<file path="src/imfe_pkg.sv">
// Shared constants and codes for the Ising Metropolis flip engine.
// No dependencies.
`timescale 1ns / 1ps
`default_nettype none

package imfe_pkg;

    localparam int DEF_MAX_SIDE = 64;

    // Lehmer generator, modulus 2^31-1
    localparam logic [14:0] LEH_A      = 15'd16807;
    localparam logic [30:0] LEH_M      = 31'h7FFF_FFFF;
    localparam logic [31:0] LEH_MASK   = 32'd123459876;
    localparam logic [30:0] HALF_LIMIT = 31'd1073741823;

    localparam logic [31:0] SEED_RESET = 32'hFFFF_FFFF;
    localparam logic [6:0]  SIDE_RESET = 7'd64;
    localparam logic [30:0] THR_RESET  = 31'h7FFF_FFFF;
    localparam int          THR_N      = 5;

    // Configuration register indexes
    localparam logic [2:0] CFG_SIDE   = 3'd0;
    localparam logic [2:0] CFG_SEED   = 3'd1;
    localparam logic [2:0] CFG_THR_M4 = 3'd2;
    localparam logic [2:0] CFG_THR_M2 = 3'd3;
    localparam logic [2:0] CFG_THR_Z  = 3'd4;
    localparam logic [2:0] CFG_THR_P2 = 3'd5;
    localparam logic [2:0] CFG_THR_P4 = 3'd6;

    // Command modes
    localparam logic [1:0] MODE_INIT  = 2'd0;
    localparam logic [1:0] MODE_TRIAL = 2'd1;
    localparam logic [1:0] MODE_READ  = 2'd2;

endpackage

`default_nettype wire

</file>
<file path="src/imfe_mul_unit.sv">
// Shared multiplier with Mersenne fold: mod 2^31-1 and floor(P/(2^31-1)).
// Depends on imfe_pkg.
`timescale 1ns / 1ps
`default_nettype none

module imfe_mul_unit
    import imfe_pkg::*;
#(
    parameter int MW = 15
)(
    input  logic          clk,
    input  logic          load,
    input  logic [30:0]   op_a,
    input  logic [MW-1:0] op_b,
    output logic [30:0]   mod_res,
    output logic [MW-1:0] scale_res
);

    logic [30+MW:0] prod_reg;
    logic [MW-1:0]  hi;
    logic [31:0]    fold;
    logic           carry;

    always_ff @(posedge clk)
    begin
        if (load)
        begin
            prod_reg <= (31+MW)'(op_a) * (31+MW)'(op_b);
        end
    end

    // P = hi*2^31 + lo = hi*M + (hi + lo)
    assign hi        = prod_reg[30+MW:31];
    assign fold      = 32'(prod_reg[30:0]) + 32'(hi);
    assign carry     = (fold >= 32'(LEH_M));
    assign mod_res   = carry ? 31'(fold - 32'(LEH_M)) : fold[30:0];
    assign scale_res = hi + MW'(carry);

endmodule

`default_nettype wire

</file>
<file path="config.mk">
export PLATFORM = sky130hd
export DESIGN_NAME = imfe_mul_unit
export DESIGN_NICKNAME = d
export VERILOG_FILES = /design/src/imfe_pkg.sv /design/src/imfe_mul_unit.sv
export SDC_FILE = /design/constraint.sdc
export NUM_CORES = 1
export LEC_CHECK = 0
export ABC_AREA = 1
export BUFFER_PORTS_ARGS = -buffer_cell sky130_fd_sc_hd__buf_4
export CAP_MARGIN = 0
export CORE_MARGIN = 8
export CORE_UTILIZATION = 58
export CTS_CLUSTER_SIZE = 30
export DETAILED_ROUTE_END_ITERATION = 16
export PLACE_DENSITY = 0.87
export SYNTH_ARGS = -nofsm -noshare
export SYNTH_HDL_FRONTEND = slang
export SYNTH_SLANG_ARGS = --single-unit
</file>
<file path="constraint.sdc">
create_clock -name clk -period 15.29 [get_ports clk]
set_clock_uncertainty 0.15 [all_clocks]
set_input_delay 3.058 -clock clk [delete_from_list [all_inputs] [get_ports clk]]
set_output_delay 3.058 -clock clk [all_outputs]
set_load 0.05 [all_outputs]
</file>
==> results of run 1 <==
==> layout make-up <==
type | count | area, µm² | share of cell area (%)
multi-input combinational | 1769 | 15000 | 71.6
inverter | 839 | 3150 | 15.0
sequential | 46 | 1380 | 6.59
timing repair buffer | 93 | 698 | 3.33
tap | 448 | 561 | 2.68
clock buffer | 6 | 129 | 0.615
clock inverter | 2 | 37.5 | 0.179
==> layer usage <==
| metal | track usage (%) | routed length (µm) |
|---|---|---|
| met2 | 45.6 | 25100 |
| met3 | 3.16 | 4080 |
| met1 | 32.1 | 19900 |
| met5 | 0 | 0 |
| met4 | 9.41 | 2000 |
==> through the flow <==
stage / area, µm² / hold slack, ps / setup WS [ps] / instances
global route: 20900 / 3120 / 5890 / 3203
finish: 20900 / 3100 / 6220 / 3203
floorplan: 19800 / 3020 / 6680 / 2733
global placement: 20800 / 3370 / 6100 / 3195
CTS: 20900 / 3090 / 6300 / 3203
detailed placement: 20800 / 3390 / 6000 / 3195
==> critical path: cells and delay by family <==
kind,cells,cell delay [ps]
AOI/OAI and AO/OA,4,1120
xor gates and xnor gates,1,200
buffers and inverters,9,680
and+or+nand+nor,3,370
adders and majority gates,7,3480
==> path summary, 6_finish.rpt <==
check / from / endpoint / slack [ps] / cells after the start
hold / removal: op_a[0] / prod_reg[0] / 3100 / 3
setup / recovery: op_b[5] / prod_reg[32] / 6220 / 24
==> layout by cell type (no fill, tap or decap), drive strengths merged, types with 6 or more instances in the layout <==
| master | synthesis | final |
|---|---|---|
| a21o | 7 | 7 |
| a21oi | 72 | 72 |
| a31oi | 14 | 14 |
| buf | 2 | 93 |
| clkbuf | 77 | 6 |
| edfxtp | 46 | 46 |
| fa | 376 | 376 |
| ha | 128 | 128 |
| inv | 838 | 838 |
| nand2 | 798 | 798 |
| nand3 | 79 | 79 |
| nand3b | 8 | 8 |
| nand4 | 24 | 24 |
| nor2 | 114 | 114 |
| nor3 | 20 | 20 |
| o21ai | 34 | 34 |
| xnor2 | 18 | 18 |
| xor2 | 52 | 52 |
==> kinds of logic after synthesis <==
group | Yosys count | synth area share [%]
AND/OR/NAND/NOR | 1054 | 22.5
buffers and inverters | 918 | 17.5
adder cells (fa/ha/maj) | 504 | 46.0
AO/OA/AOI/OAI | 141 | 3.98
XOR/XNOR | 70 | 3.09
flip-flops | 46 | 6.96
==> synthesized netlist by cell type (7+ instances only) <==
| library cell | n | area, µm² |
|---|---|---|
| o21ai_0 | 33 | 165 |
| nand3b_1 | 8 | 60.1 |
| nor3_1 | 16 | 80.1 |
| nand2_1 | 766 | 2880 |
| ha_1 | 128 | 1600 |
| a21o_1 | 7 | 52.6 |
| a21oi_1 | 70 | 350 |
| a31oi_1 | 14 | 87.6 |
| nand3_1 | 72 | 360 |
| inv_1 | 827 | 3100 |
| nand2_2 | 28 | 175 |
| xor2_1 | 52 | 455 |
| edfxtp_1 | 46 | 1380 |
| nor2_2 | 12 | 75.1 |
| nor2_1 | 95 | 357 |
| clkbuf_1 | 77 | 289 |
| xnor2_1 | 18 | 158 |
| nand4_1 | 24 | 150 |
| fa_1 | 376 | 7530 |
| inv_2 | 11 | 41.3 |
==> PnR_summary.wiki, run 1 <==
{| class="wikitable"
! Metric !! Value
|-
| Run status || complete, no violations
|-
| Core Region || between 30,000 and 40,000 µm²
|-
| RSZ-0062 raised after global routing || false
|-
| Number of H-tree levels || 2
|-
| Filler instances || 2,934
|-
| Mean instance size in the synthesized netlist || 7.26 µm²
|-
| Via count || about 17,000
|-
| Crit-path slowest cell || fa_1
|-
| Portion of the post-synthesis area used by sequential elements || 6.96%
|-
| CP arrival || 8950 ps
|-
| Hold Violations, Final || 0
|-
| DRC violations left || 0
|-
| CTS tree || done
|-
| Number of antenna violations at the first check in global routing || 0
|-
| Gp weighted congestion || 0.935
|-
| First-pass GRT wire length || 87,300 µm
|-
| Total number of yosys warnings || 0
|-
| Post-layout util || slightly above 60%
|-
| Number of flip-flops in the largest register || 46
|-
| Buffer depth of the longest clock path || 2
|-
| Half-perimeter wire length after detailed placement || around 43,000 µm
|-
| Root cell of the clock tree || clkbuf_16
|-
| Width of the die || 201 µm
|-
| Setup Crit Path Kind || in -> reg
|-
| Vert. Die Dim || 201 µm
|-
| Critical Path Source Type || primary input
|-
| Dominant register cell in the synthesized netlist || edfxtp_1
|-
| Critical Path Max Stage Delay || 570 ps
|-
| Overall routing resource usage || 25.8%
|-
| Number of gates resized after CTS || 0
|-
| Initial core utilization || 59.0%
|-
| Number of buffers added on ports || 93
|-
| Overflow left after global routing || 0
|-
| Number of buffers inserted for hold repair after clock tree synthesis || 0
|-
| Fraction of registers with async set/reset || 0%
|-
| # nets final || about 3,300
|-
| Post-Syn Instances || 2,733
|-
| Share of the clock period used by the worst path after layout || 59.3%
|-
| Final period demand of the worst path || 9070 ps
|-
| FF+latch count, synth || 46
|-
| Via density per instance || around 5.3
|-
| Count of standard-cell rows || 67
|-
| Fmax || 110 MHz
|-
| Transition time at the pin with the least slew margin || slightly below 700 ps
|-
| Total routed wirelength || approximately 50,000 µm
|-
| Setup TNS Final || 0 ps
|-
| Worst max-slew margin expressed relative to the limit || 54.5%
|-
| Sink count of the clock tree || 46
|-
| Post-CTS setup repair buffer count || 0
|-
| DRC marker count from the first detailed-route iteration || between 1,000 and 1,500
|-
| Number of enable-type register cells in the synthesized netlist || 46
|-
| Die Footprint || 40,400 µm²
|-
| Worst path most repeated cell || inv_1
|-
| Setup-violating endpoint count in the final report || 0
|-
| Critical Path End Type || flop
|-
| Layout-stage area growth over the synthesis result || 5.60%
|-
| Critical Path RT || 15,160 ps
|-
| Syn Std Cell Area || between 15,000 and 20,000 µm²
|-
| Boundary pin count || 94
|-
| Total clock buffers created by CTS || 5
|-
| Ratio of cells with drive above 1 in the final layout || 6.42%
|-
| Number of global-route vias before repair || about 19,000
|-
| Post-Synthesis Net Count || about 3,300
|-
| Largest net degree at the start of global routing || 47
|-
| Post-DR wirelength/cell || 16.0 µm
|-
| Antenna-violating nets left || 0
|-
| Antenna diodes || 0
|-
| Critical Path Fanout Max || 31
|-
| Sequence of cells on the critical path || buf_4 -> nand2_1 -> inv_1 -> fa_1 -> inv_1 -> fa_1 -> inv_1 -> fa_1 -> inv_1 -> fa_1 -> inv_1 -> fa_1 -> inv_1 -> fa_1 -> inv_1 -> ha_1 -> nand2_1 -> nor2_1 -> inv_1 -> o21ai_0 -> a21oi_1 -> o21ai_0 -> a31oi_1 -> xnor2_1
|-
| Fin. max-slew vios || 0
|-
| Hold Path Class || in -> reg
|-
| Reg clk slew, reported paths || 60 ps
|-
| Drt first pass iters || 5
|-
| Max cap viols || 0
|-
| Unique cell type count in the Yosys netlist || 43
|}
Power of run 1 is left out: the tool's default activity adds up to more than one toggle a clock period on the data nets, which glitch-free logic cannot reach.
==> inputs of run 2 (changes only) <==
Clock period 15.29 ns to 8.7 ns, I/O delays scaled along.
==> run 2 against run 1 <==
Via count grew 0.33%. First-iteration DRC count grew 5.3%. Global-route usage grew 0.34 points. Non-clock buffer count is the same. Final area is the same. Sequential share of layout area is the same. Critical endpoint unchanged.
==> PnR_summary.wiki, run 2 (synthesized netlist as in run 1, its figures left out) <==
{| class="wikitable"
! Metric !! Value
|-
| Run status || complete, no violations
|-
| Worst max-slew margin expressed relative to the limit || 53.3%
|-
| Boundary pin count || between 90 and 100
|-
| Initial core utilization || a little under 60%
|-
| Worst Hold Depth || 3
|-
| Cell Area, Placed || 20,800 µm²
|-
| Cell family with the largest share of critical-path delay || adder cells
|-
| # nets final || about 3,300
|-
| Via count || 17,111
|-
| Ratio of cells with drive above 1 in the final layout || 6.42%
|-
| Number of buffers added on ports || between 90 and 100
|-
| Critical Path End Type || flop
|-
| Fin. max-slew vios || 0
|-
| Sequence of cells on the critical path || buf_4 -> nand2_1 -> inv_1 -> fa_1 -> inv_1 -> fa_1 -> inv_1 -> fa_1 -> inv_1 -> fa_1 -> inv_1 -> fa_1 -> inv_1 -> fa_1 -> inv_1 -> ha_1 -> nand2_1 -> nor2_1 -> inv_1 -> o21ai_0 -> a21oi_1 -> o21ai_0 -> a31oi_1 -> xnor2_1
|-
| Antenna diodes || 0
|-
| Critical Path Max Stage Delay || ~540 ps
|-
| Layout-stage area growth over the synthesis result || 5.60%
|-
| Width of the die || 201 µm
|-
| Cell area after layout || 20,900 µm²
|-
| Total clock buffers created by CTS || 5
|-
| Count of standard-cell rows || 67
|-
| Antenna-violating nets left || 0
|-
| Number of placed cells counting well taps || 3,195
|-
| Drt first pass iters || 5
|-
| Critical Path RT || 8580 ps
|-
| Number of antenna violations at the first check in global routing || 0
|-
| CTS tree || done
|-
| Number of global-route vias before repair || 18,724
|-
| Transition time at the pin with the least slew margin || 698 ps
|-
| Worst-case setup margin in the final layout || just under 1000 ps
|-
| Max cap viols || 0
|-
| Commonest cells after routing, fill and taps aside || inv_1, nand2_1, fa_1
|-
| Critical Path Source Type || primary input
|-
| CP arrival || around 7600 ps
|-
| Setup-violating endpoint count in the final report || 0
|-
| DRC violations left || 0
|-
| Setup Crit Path Kind || in -> reg
|-
| Hold Path Class || in -> reg
|-
| Critical Path Fanout Max || 31
|-
| Root cell of the clock tree || clkbuf_16
|-
| Post-CTS setup repair buffer count || 0
|-
| Setup TNS Final || 0 ps
|-
| Number of gates resized after CTS || 0
|-
| Post-DR wirelength/cell || 16.1 µm
|-
| Core Region || 33,600 µm²
|-
| Largest net degree at the start of global routing || 47
|-
| Final period demand of the worst path || 7720 ps
|-
| RSZ-0062 raised after global routing || false
|-
| Buffer depth of the longest clock path || 2
|-
| Total routed wirelength || 51,500 µm
|-
| Crit-path slowest cell || fa_1
|-
| Number of buffers inserted for hold repair after clock tree synthesis || 0
|-
| Die Footprint || 40,400 µm²
|-
| Share of the clock period used by the worst path after layout || 88.8%
|-
| Critical path depth || 24
|-
| Gp weighted congestion || about 0.96
|-
| First-pass GRT wire length || 88,100 µm
|-
| Vert. Die Dim || 201 µm
|-
| Number of flip-flops in the largest register || 46
|-
| Via density per instance || 5.34
|-
| Hold Violations, Final || 0
|-
| Buffering stage count on the worst path with inverters included || 9
|-
| Number of H-tree levels || 2
|-
| Half-perimeter wire length after detailed placement || roughly 43,000 µm
|-
| Overall routing resource usage || 26.2%
|-
| Commonest non-fill, non-tap cell in the layout || inv_1
|-
| Worst slack after detailed placement || 750 ps
|-
| Reg clk slew, reported paths || 60 ps
|-
| Worst path most repeated cell || inv_1
|-
| Fmax || 129 MHz
|-
| DRC marker count from the first detailed-route iteration || 1,387
|-
| Overflow left after global routing || 0
|-
| Cell Count, Final, Fillers Out || 3,203
|-
| Sink count of the clock tree || 46
|}
==> run 2: cell counts in the layout (fill, tap and decap cells not counted) <==
Identical to the previous run, type by type.
==> run 2: final timing paths <==
| kind | from | end | slack [ps] |
|---|---|---|---|
| max | op_b[5] | prod_reg[32] | 980 |
| min | op_a[0] | prod_reg[0] | 1770 |
==> run 2: worst min-delay path: cells and delay by family <==
| family | cells | cell delay, ps |
|---|---|---|
| and+or+nand+nor | 1 | 100 |
| buffers and inverters | 2 | 250 |
==> run 2: metrics by stage <==
| stage | utilization [%] | hold slack [ps] |
|---|---|---|
| 5_1_grt | 62.3 | 1800 |
| 6_report | 62.3 | 1770 |
| 3_5_place_dp | 61.8 | 2060 |
| 4_1_cts | 62.3 | 1770 |
| 2_1_floorplan | - | 1700 |
| 3_3_place_gp | 61.8 | 2050 |
==> run 2: cell type report <==
class / instances / area [µm²]
inverters: 839 / 3150
flip-flops and latches: 46 / 1380
clock buffers: 6 / 129
clock inverters: 2 / 37.5
multi-input cells: 1769 / 15000
repair buffers: 93 / 698
well taps: 448 / 561
fillers: 2938 / 12700
==> run 2: per-layer routing <==
metal | track usage (%) | vias to the layer above | routed length, µm
li1 | - | 7864 | -
met1 | 31.9 | 8294 | 20200
met2 | 46.7 | 788 | 25700
met3 | 3.32 | 165 | 3730
met4 | 9.80 | 0 | 1880
met5 | 0 | - | 0
Power of run 2 is left out for the same reason.
==> inputs of run 3 (changes only) <==
Settings changed: CORE_ASPECT_RATIO set to 1.5, MAX_ROUTING_LAYER set to met4, SLEW_MARGIN set to 30.
==> run 3 against run 2 <==
Clock-buffer cell count fell by 1. Maximum frequency down 0.60%. Wire length increased by 5.2%. Final area hardly changed. Sequential share of layout area barely moved. Hold slack lost 7.3 ps. First-iteration DRC count shrank 12%. Via count fell by 0.75%. Cell count is 0.59% lower. Non-clock buffer count rose by 2. Die area grew 0.30%. Critical endpoint is now prod_reg[44].
==> PnR_summary.wiki, run 3 (synthesized netlist as in run 1, its figures left out) <==
{| class="wikitable"
! Metric !! Value
|-
| CP arrival || 7660 ps
|-
| Gp weighted congestion || 1.04
|-
| Worst slack after detailed placement || roughly 780 ps
|-
| Fin. max-slew vios || 0
|-
| Commonest cells after routing, fill and taps aside || inv_1, nand2_1, fa_1
|-
| Worst max-slew margin expressed relative to the limit || 54.4%
|-
| Setup TNS Final || 0 ps
|-
| Overall routing resource usage || between 20% and 30%
|-
| Initial core utilization || 58.4%
|-
| Layout-stage area growth over the synthesis result || 5.58%
|-
| Hold Path Class || in -> reg
|-
| Commonest non-fill, non-tap cell in the layout || inv_1
|-
| Sink count of the clock tree || 46
|-
| Layer with the highest usage || met2
|-
| Transition time at the pin with the least slew margin || between 600 and 700 ps
|-
| Die Footprint || 40,500 µm²
|-
| Number of global-route vias before repair || 18,630
|-
| Number of buffers inserted for hold repair after clock tree synthesis || 0
|-
| Total routed wirelength || 54,200 µm
|-
| Vert. Die Dim || 242 µm
|-
| Overflow left after global routing || 0
|-
| Via count || 16,983
|-
| Post-CTS setup repair buffer count || 0
|-
| Root cell of the clock tree || clkbuf_16
|-
| Ratio of cells with drive above 1 in the final layout || 6.53%
|-
| Cell area after layout || 20,900 µm²
|-
| Number of buffers added on ports || 93
|-
| Fmax || roughly 130 MHz
|-
| Number of placed cells counting well taps || between 3,000 and 4,000
|-
| DRC marker count from the first detailed-route iteration || 1,224
|-
| Hold Violations, Final || 0
|-
| Number of gates resized after CTS || 0
|-
| Setup Crit Path Kind || in -> reg
|-
| Post-DR wirelength/cell || 17.0 µm
|-
| Critical Path RT || 8600 ps
|-
| Number of antenna violations at the first check in global routing || 2
|-
| Buffer depth of the longest clock path || 2
|-
| Worst-case setup margin in the final layout || 931 ps
|-
| Boundary pin count || 94
|-
| Total clock buffers created by CTS || 5
|-
| Critical Path Fanout Max || 20
|-
| Run status || complete, no violations
|-
| Antenna-violating nets left || 0
|-
| Final period demand of the worst path || a little under 8000 ps
|-
| Max cap viols || 0
|-
| Largest net degree at the start of global routing || 47
|-
| Met1 Resource Use GR || between 20% and 30%
|-
| Drt first pass iters || 5
|-
| First-pass GRT wire length || between 90,000 and 100,000 µm
|-
| Cell Area, Placed || approximately 21,000 µm²
|-
| Number of flip-flops in the largest register || 46
|-
| Via density per instance || 5.33
|-
| # nets final || 3,308
|-
| CTS tree || done
|-
| DRC violations left || 0
|-
| Half-perimeter wire length after detailed placement || about 46,000 µm
|-
| Reg clk slew, reported paths || 60 ps
|-
| Critical Path Source Type || primary input
|-
| RSZ-0062 raised after global routing || false
|-
| Core Region || around 34,000 µm²
|-
| Cell Count, Final, Fillers Out || 3,184
|-
| GR met3 Demand/Resource || 2.69%
|-
| GR Layer Usage met2 || 51.5%
|-
| Count of standard-cell rows || 83
|-
| Critical Path End Type || flop
|-
| Number of H-tree levels || 2
|-
| Setup-violating endpoint count in the final report || 0
|-
| Share of the clock period used by the worst path after layout || 89.3%
|-
| Width of the die || 167 µm
|}
==> run 3: changes by cell type in the layout (fill, tap and decap cells not counted), sizes merged <==
cell / before / now
clkbuf: 6 / 5
clkinvlp: 1 / 2
buf: 93 / 95
diode: 0 / 2
==> run 3: layer usage <==
layer	part of all wire (%)	vias up
met5	0	-
met4	6.4	0
met3	6.1	207
met2	53	756
met1	35	8171
li1	-	7849
==> run 3: critical path: stages <==
cell and delay (ps):
buf_4 260, buf_4 250, nand2_1 90, fa_1 500, inv_1 50, fa_1 490, fa_1 520, fa_1 510
fa_1 520, inv_1 60, fa_1 500, inv_1 50, ha_1 390, a21o_1 230, a21boi_0 320, o221ai_1 220
a21oi_1 280, nand3_1 330, a21oi_1 280, xnor2_1 90
==> run 3: path summary, 6_finish.rpt <==
path	to	start	cells past startpoint
min	prod_reg[0]	op_a[0]	3
max	prod_reg[44]	op_b[5]	20
==> run 3: layout make-up <==
cell class / instances / area, µm²
sequential: 46 / 1380
antenna: 2 / 5.00
inverter: 839 / 3150
clock buffer: 5 / 125
fill: 2919 / 13000
tap: 425 / 532
timing repair buffer: 95 / 713
clock inverter: 3 / 45.0
multi-input combinational: 1769 / 15000
==> run 3: through the flow <==
stage                     hold WS [ps]  utilization [%]
final                             1760             61.7
after global routing              1820             61.7
after floorplan                   1700                -
after CTS                         1750             61.7
after detailed placement          2050             61.2
after global placement            2050             61.2
Power of run 3 is left out for the same reason.
